==> src/design/arc_length_inverse_lookup_unit_defines.svh <==
// Assertion helpers shared by the arc length lookup modules.
// Both expect clk_i and rst_ni in scope.
`ifndef ARC_LENGTH_INVERSE_LOOKUP_UNIT_DEFINES_SVH
`define ARC_LENGTH_INVERSE_LOOKUP_UNIT_DEFINES_SVH

// Same-cycle implication.
`define ALIL_ASSERT_NOW(lbl, ante, cons, msg) \
  lbl: assert property (@(posedge clk_i) disable iff (!rst_ni) (ante) |-> (cons)) \
    else $error(msg);

// Next-cycle implication.
`define ALIL_ASSERT_NEXT(lbl, ante, cons, msg) \
  lbl: assert property (@(posedge clk_i) disable iff (!rst_ni) (ante) |=> (cons)) \
    else $error(msg);

`endif

==> src/design/alil_pkg.sv <==
package alil_pkg;

  localparam int TABLE_POINTS_DEF = 256;
  // Divider numerator width: covers s*(n-2) and a 32-bit remainder times 2^16.
  localparam int DIV_W = 48;

  localparam logic [1:0] ST_INTERP = 2'd0;
  localparam logic [1:0] ST_BELOW  = 2'd1;
  localparam logic [1:0] ST_BEYOND = 2'd2;

  typedef enum logic [1:0] {
    RA_LAST,
    RA_ZERO,
    RA_IDX,
    RA_IDX1
  } ra_sel_e;

  typedef enum logic [1:0] {
    RES_RD,
    RES_PI,
    RES_INTERP
  } res_sel_e;

  typedef struct packed {
    logic              mode;
    logic [7:0]        entry_index;
    logic signed [31:0] arc_length;
    logic signed [31:0] param_value;
  } in_item_t;

  typedef struct packed {
    logic signed [31:0] param_out;
    logic [1:0]         query_status;
  } out_item_t;

  typedef struct packed {
    logic       load_we;
    logic       take_query;
    ra_sel_e    ra_sel;
    logic       chk_prod;
    logic       idx_clr;
    logic       div_start;
    logic       div_frac;
    logic       idx_from_div;
    logic       idx_dec;
    logic       idx_inc;
    logic       idx_clamp;
    logic       lat_i;
    logic       lat_j;
    logic       f_zero;
    logic       f_one;
    logic       f_div;
    logic       mul_f;
    logic       out_load;
    res_sel_e   res_sel;
    logic [1:0] status;
  } cmd_t;

  typedef struct packed {
    logic mode;
    logic s_neg;
    logic s_gt_len;
    logic len_zero;
    logic idx_gt0;
    logic rd_gt_s;
    logic rd_lt_s;
    logic idx1_lt_n;
    logic den_le0;
    logic num_le0;
    logic num_ge_den;
    logic div_done;
  } sts_t;

endpackage

==> src/design/alil_ctrl.sv <==
module alil_ctrl import alil_pkg::*; (
  input  logic clk_i,
  input  logic rst_ni,
  input  logic in_valid_i,
  output logic in_stall_o,
  output logic out_valid_o,
  input  logic out_stall_i,
  input  sts_t sts_i,
  output cmd_t cmd_o
);

  `include "arc_length_inverse_lookup_unit_defines.svh"

  localparam logic [4:0] S_IDLE     = 5'd0;
  localparam logic [4:0] S_RD_LAST  = 5'd1;
  localparam logic [4:0] S_CHK      = 5'd2;
  localparam logic [4:0] S_RD_ZERO  = 5'd3;
  localparam logic [4:0] S_ZERO_W   = 5'd4;
  localparam logic [4:0] S_MULI     = 5'd5;
  localparam logic [4:0] S_DIV_IDX  = 5'd6;
  localparam logic [4:0] S_DOWN_RD  = 5'd7;
  localparam logic [4:0] S_DOWN_CMP = 5'd8;
  localparam logic [4:0] S_UP_RD    = 5'd9;
  localparam logic [4:0] S_UP_CMP   = 5'd10;
  localparam logic [4:0] S_CLAMP    = 5'd11;
  localparam logic [4:0] S_RDI      = 5'd12;
  localparam logic [4:0] S_RDI_W    = 5'd13;
  localparam logic [4:0] S_RDJ_W    = 5'd14;
  localparam logic [4:0] S_EVAL     = 5'd15;
  localparam logic [4:0] S_DIV_F    = 5'd16;
  localparam logic [4:0] S_MUL_F    = 5'd17;
  localparam logic [4:0] S_FIN      = 5'd18;

  logic [4:0] state_q, state_d;
  logic       out_valid_q, out_valid_d;
  logic       out_free;

  assign out_free = !out_valid_q || !out_stall_i;

  // Next state and datapath commands
  always_comb begin
    state_d = state_q;
    cmd_o   = '0;
    cmd_o.ra_sel  = RA_IDX;
    cmd_o.res_sel = RES_INTERP;
    cmd_o.status  = ST_INTERP;
    case (state_q)
      S_IDLE: begin
        if (in_valid_i) begin
          if (sts_i.mode) begin
            cmd_o.take_query = 1'b1;
            state_d = S_RD_LAST;
          end else begin
            cmd_o.load_we = 1'b1;
          end
        end
      end
      S_RD_LAST: begin
        cmd_o.ra_sel = RA_LAST;
        state_d = S_CHK;
      end
      S_CHK: begin
        cmd_o.ra_sel   = RA_LAST;
        cmd_o.chk_prod = 1'b1;
        if (sts_i.s_neg) begin
          state_d = S_RD_ZERO;
        end else if (sts_i.s_gt_len) begin
          if (out_free) begin
            cmd_o.out_load = 1'b1;
            cmd_o.res_sel  = RES_RD;
            cmd_o.status   = ST_BEYOND;
            state_d = S_IDLE;
          end
        end else if (sts_i.len_zero) begin
          cmd_o.idx_clr = 1'b1;
          state_d = S_DOWN_RD;
        end else begin
          state_d = S_MULI;
        end
      end
      S_RD_ZERO: begin
        cmd_o.ra_sel = RA_ZERO;
        state_d = S_ZERO_W;
      end
      S_ZERO_W: begin
        cmd_o.ra_sel = RA_ZERO;
        if (out_free) begin
          cmd_o.out_load = 1'b1;
          cmd_o.res_sel  = RES_RD;
          cmd_o.status   = ST_BELOW;
          state_d = S_IDLE;
        end
      end
      S_MULI: begin
        cmd_o.ra_sel    = RA_LAST;
        cmd_o.div_start = 1'b1;
        state_d = S_DIV_IDX;
      end
      S_DIV_IDX: begin
        if (sts_i.div_done) begin
          cmd_o.idx_from_div = 1'b1;
          state_d = S_DOWN_RD;
        end
      end
      S_DOWN_RD: begin
        state_d = S_DOWN_CMP;
      end
      S_DOWN_CMP: begin
        if (sts_i.idx_gt0 && sts_i.rd_gt_s) begin
          cmd_o.idx_dec = 1'b1;
          state_d = S_DOWN_RD;
        end else begin
          state_d = S_UP_RD;
        end
      end
      S_UP_RD: begin
        cmd_o.ra_sel = RA_IDX1;
        state_d = sts_i.idx1_lt_n ? S_UP_CMP : S_CLAMP;
      end
      S_UP_CMP: begin
        if (sts_i.rd_lt_s) begin
          cmd_o.idx_inc = 1'b1;
          state_d = S_UP_RD;
        end else begin
          state_d = S_CLAMP;
        end
      end
      S_CLAMP: begin
        cmd_o.idx_clamp = 1'b1;
        state_d = S_RDI;
      end
      S_RDI: begin
        state_d = S_RDI_W;
      end
      S_RDI_W: begin
        cmd_o.lat_i  = 1'b1;
        cmd_o.ra_sel = RA_IDX1;
        state_d = S_RDJ_W;
      end
      S_RDJ_W: begin
        cmd_o.lat_j = 1'b1;
        state_d = S_EVAL;
      end
      S_EVAL: begin
        if (sts_i.den_le0) begin
          if (out_free) begin
            cmd_o.out_load = 1'b1;
            cmd_o.res_sel  = RES_PI;
            state_d = S_IDLE;
          end
        end else if (sts_i.num_le0) begin
          cmd_o.f_zero = 1'b1;
          state_d = S_MUL_F;
        end else if (sts_i.num_ge_den) begin
          cmd_o.f_one = 1'b1;
          state_d = S_MUL_F;
        end else begin
          cmd_o.div_start = 1'b1;
          cmd_o.div_frac  = 1'b1;
          state_d = S_DIV_F;
        end
      end
      S_DIV_F: begin
        if (sts_i.div_done) begin
          cmd_o.f_div = 1'b1;
          state_d = S_MUL_F;
        end
      end
      S_MUL_F: begin
        cmd_o.mul_f = 1'b1;
        state_d = S_FIN;
      end
      S_FIN: begin
        if (out_free) begin
          cmd_o.out_load = 1'b1;
          state_d = S_IDLE;
        end
      end
      default: begin
        state_d = S_IDLE;
      end
    endcase
  end

  // Output valid: set on a new result, drop when the transaction completes
  always_comb begin
    out_valid_d = out_valid_q;
    if (out_valid_q && !out_stall_i) begin
      out_valid_d = 1'b0;
    end
    if (cmd_o.out_load) begin
      out_valid_d = 1'b1;
    end
  end

  always_ff @(posedge clk_i or negedge rst_ni) begin
    if (!rst_ni) begin
      state_q     <= S_IDLE;
      out_valid_q <= 1'b0;
    end else begin
      state_q     <= state_d;
      out_valid_q <= out_valid_d;
    end
  end

  assign in_stall_o  = (state_q != S_IDLE);
  assign out_valid_o = out_valid_q;

  `ALIL_ASSERT_NOW(a_out_free, cmd_o.out_load, !out_valid_q || !out_stall_i, "result overwritten")
  `ALIL_ASSERT_NEXT(a_query_start, (state_q == S_IDLE) && in_valid_i && sts_i.mode, state_q == S_RD_LAST, "query not started")
  `ALIL_ASSERT_NOW(a_div_done_state, sts_i.div_done, (state_q == S_DIV_IDX) || (state_q == S_DIV_F), "divider result unexpected")

endmodule

==> config.mk <==
export PLATFORM = sky130hd
export DESIGN_NAME = alil_ctrl
export DESIGN_NICKNAME = d
export VERILOG_FILES = /design/src/design/alil_pkg.sv /design/src/design/alil_ctrl.sv
export VERILOG_INCLUDE_DIRS = /design/src /design/src/design
export SDC_FILE = /design/constraint.sdc
export NUM_CORES = 1
export LEC_CHECK = 0
export ABC_AREA = 1
export BUFFER_PORTS_ARGS = -buffer_cell sky130_fd_sc_hd__buf_2
export CORE_MARGIN = 8
export CORE_UTILIZATION = 30
export DETAILED_ROUTE_END_ITERATION = 8
export SYNTH_ARGS = -nofsm -noshare
export SYNTH_HDL_FRONTEND = slang
export SYNTH_SLANG_ARGS = --single-unit
==> constraint.sdc <==
create_clock -name clk_i -period 1.2 [get_ports clk_i]
set_input_delay 0.06 -clock clk_i [delete_from_list [all_inputs] [get_ports clk_i]]
set_output_delay 0.06 -clock clk_i [all_outputs]
set_load 0.005 [all_outputs]
==> results.txt <==
----------------------------------------------------
[Synth]
  Yosys warning count ... 0
  Number of instances in the synthesized netlist ... approximately 150
  Synthesized net count ... between 150 and 200
  Area share of the largest cell type after synthesis ... between 10% and 20%
  Mean Syn Cell Area ... 5.63 µm²
  Top cells by area, synth ... sky130_fd_sc_hd__dfrtp_1 18%, sky130_fd_sc_hd__nand2_1 15%, sky130_fd_sc_hd__nor2_1 15%, sky130_fd_sc_hd__nand3_1 12%, sky130_fd_sc_hd__inv_1 9.1%
  Post-synth design cell area ... about 820 µm²
  Library cell with the largest summed area after synthesis ... sky130_fd_sc_hd__dfrtp_1
  Number of register bits inferred by synthesis ... 6
  Fraction of the yosys area taken by sequential cells ... between 10% and 20%
  Number of distinct library cells after synthesis ... 27

[CTS]
  Maximum level of the CTS H-tree ... 1
  CTS tree ... built
  Maximum count of clock buffers along a single path ... 2
  Sink Count ... 6
  Clk Tree Root Cell ... sky130_fd_sc_hd__clkbuf_4
  Total clock buffers created by CTS ... 3
  Insertion delay of the later-clocked pin in the worst-skew pair ... ~260 ps
  Clock input transition at the sequential cells of the worst setup and hold paths ... ~70 ps

[STA]
  Final clock period utilization by the worst path ... 134%
  Setup repair after global routing missed its margin ... true
  Time the final worst path needs with I/O delays and setup ... approximately 1600 ps
  Peak clock frequency supported by timing ... just over 0.6 GHz
  Max-slew violation count ... 0
  Clock Skew ... between 4 and 5 ps
  Worst-margin pin slew ... about 260 ps
  Minimum setup slack in the final design ... -405 ps
  Slew margin rel. ... roughly 82%
  Finish-stage setup viols ... 30
  Number of hold-slack violations in the final timing report ... 0

[Critical path]
  Critical Path Source Type ... flip-flop
  FF-to-FF Start ... state_q[3]
  R2R cell count ... 11
  Most used cell along the critical path ... sky130_fd_sc_hd__inv_2
  Ordered list of cells on the worst path ... nand2_1 > inv_2 > nand3_4 > nor2_4 > nand2_2 > inv_2 > o21ai_1 > buf_2
  Critical path type ... flip-flop to output pin
  Data arrival, critical path ... 1540 ps
  Slack of the worst reg-to-reg path ... -370 ps
  Stages on worst setup path ... 8
  Crit end category ... output pin
  Reg2Reg Capture Point ... state_q[1]
  Highest-delay cell along the critical path ... sky130_fd_sc_hd__dfrtp_2
  Family with the most delay on the worst path ... simple AND/OR/NAND/NOR gates
  Critical path fanouts, max ... 5
  Buf/Inv on CP ... 3
  Worst EP required ... ~1100 ps
  Largest incremental delay on the critical path ... around 450 ps

[Power]
  Static leakage power ... 1.09 nW
  Maximum resistive drop on vdd ... between 1000 and 1500 µV
  Power density of the placed cells ... around 1900 nW/µm²

[Hold path]
  Class of the tightest hold or removal check ... input port to flip-flop
  Hold Path Cell Cnt ... 3
  Endpoint, Worst Hold ... out_valid_o
  Startpoint of the tightest hold check path ... out_stall_i

[Layout]
  Area growth from synthesis to final layout ... 136%
  Final Cell Area ... between 1500 and 2000 µm²
  Leading cell type in the layout, fill and taps excluded ... sky130_fd_sc_hd__buf_4
  Share of final-layout standard cells stronger than drive strength 1 ... between 60% and 70%
  Fillers ... about 210
  Area occupied by multi-input gates ... 805 µm²
  Register cell area after layout ... between 150 and 200 µm²
  Total number of nets in the final design ... between 200 and 300
  Fraction of the core area covered by cells at the end of the flow ... 72.3%
  Number of diodes ... 0
  Most used cells in the layout excluding fill and tap cells ... 47 x sky130_fd_sc_hd__buf_4, 39 x sky130_fd_sc_hd__buf_2, 21 x sky130_fd_sc_hd__buf_6

[Floorplan]
  Number of standard-cell rows in the floorplan ... 19
  Area enclosed by the die boundary ... roughly 4700 µm²
  Die X ... around 68 µm
  Core Box Area ... about 2700 µm²
  Starting utilization of the core area ... approximately 30%
  Number of top-level design ports ... 41
  Die height ... between 60 and 70 µm

[Routing]
  Number of DRC violations after detailed-routing iteration 0 ... 83
  Number of detailed-route iterations in the first pass ... 5
  Vias/cell ... slightly above 5
  Number of nets with antenna violations after routing ... 0
  Final wirelength ... between 4000 and 5000 µm
  Final routed wire length divided by cell count ... about 15 µm
  Total vias in the final route ... 1,456
  Remaining DRCs ... 0

[Placed design]
  Post-detail-place hpwl ... about 2700 µm
  IO buf count ... 40
  GP Congestion ... between 0.8 and 0.9
  Placed standard-cell area ... around 1300 µm²

[Global route]
  Total global routing overflow ... 0
  Number of global-route vias before repair ... roughly 1,400
  Global-route wire length before repair ... roughly 6400 µm
  Aggregate global-route resource usage ... between 15 and 20%
  Initial antenna violation count ... 0
  Maximum number of pins on one net before global-route repair ... 7

[Run status]
  Violated checks ... negative setup slack
  Result of the run ... finished with violations

[Run]
  Maximum Capacitance Violations ... 0

----------------------------------------------------
## synth_stat cells (all sizes together)
| cell | instances |
|---|---|
| buf | 2 |
| nor4 | 1 |
| inv | 24 |
| o21ai | 4 |
| nand3 | 21 |
| a21oi | 4 |
| a21boi | 1 |
| nor2 | 38 |
| o31ai | 1 |
| o211ai | 2 |
| nor3b | 1 |
| nand4 | 1 |
| nand3b | 1 |
| o22ai | 1 |
| dfrtp | 6 |
| nand2 | 36 |
| nor3 | 2 |
## power by group
part / switching (mW) / leakage [nW] / internal (mW)
registers: 0.134 / 0.0731 / 0.285
clock network: 0.110 / 0.0150 / 0.128
logic: 1.49 / 1.00 / 1.52
total: 1.73 / 1.09 / 1.93
## cell families after synthesis
family,Yosys count,synth area share (%)
AND/OR/NAND/NOR,101,59.2
buffers and inverters,26,13.2
AO/OA/AOI/OAI,13,9.29
flip-flops,6,18.3
## layout make-up
cell class	count	area share, %
flip-flops and latches	6	7.99
repair buffers	109	41.9
clock buffers	4	1.35
multi-input cells	114	41.4
well taps	31	2.00
inverters	24	5.28
## worst register-to-register path: stages (launching register included)
cell and delay (ps):
sky130_fd_sc_hd__dfrtp_2 470, sky130_fd_sc_hd__buf_6 140, sky130_fd_sc_hd__buf_6 110, sky130_fd_sc_hd__buf_6 120, sky130_fd_sc_hd__inv_4 50, sky130_fd_sc_hd__nand2_4 60
sky130_fd_sc_hd__buf_4 130, sky130_fd_sc_hd__nor2_1 160, sky130_fd_sc_hd__nor2_1 80, sky130_fd_sc_hd__nand2_2 70, sky130_fd_sc_hd__nor2_1 40, sky130_fd_sc_hd__nand3_1 90
## flip-flops by register name (all words and copies together), names as in the netlist
register,count
out_valid_o,1
state_q,5
## stage by stage
stage                     total power, mW  setup WS (ps)  setup TNS [ps]  cells  hold slack (ps)
after floorplan                      1.31          -56.1            -145    146             -236
after global placement               2.05           -154           -1400    243             -101
after detailed placement             2.05           -154           -1480    243            -89.6
after CTS                            3.24           -377           -7880    278              139
after global routing                 3.88           -486          -11310    288              160
final                                3.66           -405           -9410    288              143
## metal layers
layer | vias up | GRT usage [%] | share of wire, %
li1 | 688 | - | -
met1 | 681 | 20.5 | 37
met2 | 73 | 32.5 | 52
met3 | 14 | 2.78 | 8.3
met4 | 0 | 4.86 | 2.3
met5 | - | 0 | 0
## how the worst max path moves through the flow
stage                           from          to  slack, ps
after global placement    state_q[2]  state_q[0]       -150
after floorplan           state_q[1]    cmd_o[4]        -60
final                     state_q[3]    cmd_o[3]       -400
after global routing      state_q[0]    cmd_o[3]       -490
after detailed placement  state_q[1]    cmd_o[3]       -150
after CTS                 state_q[0]    cmd_o[4]       -380
## timing repair
item                       CTS  global route
setup endpoints to repair   30            30
pin swaps                   23            16
setup buffers               31            11
hold endpoints to repair     6             0
resized for setup           70            24
hold buffers                 1             0
(Power assumes the default switching activity.)
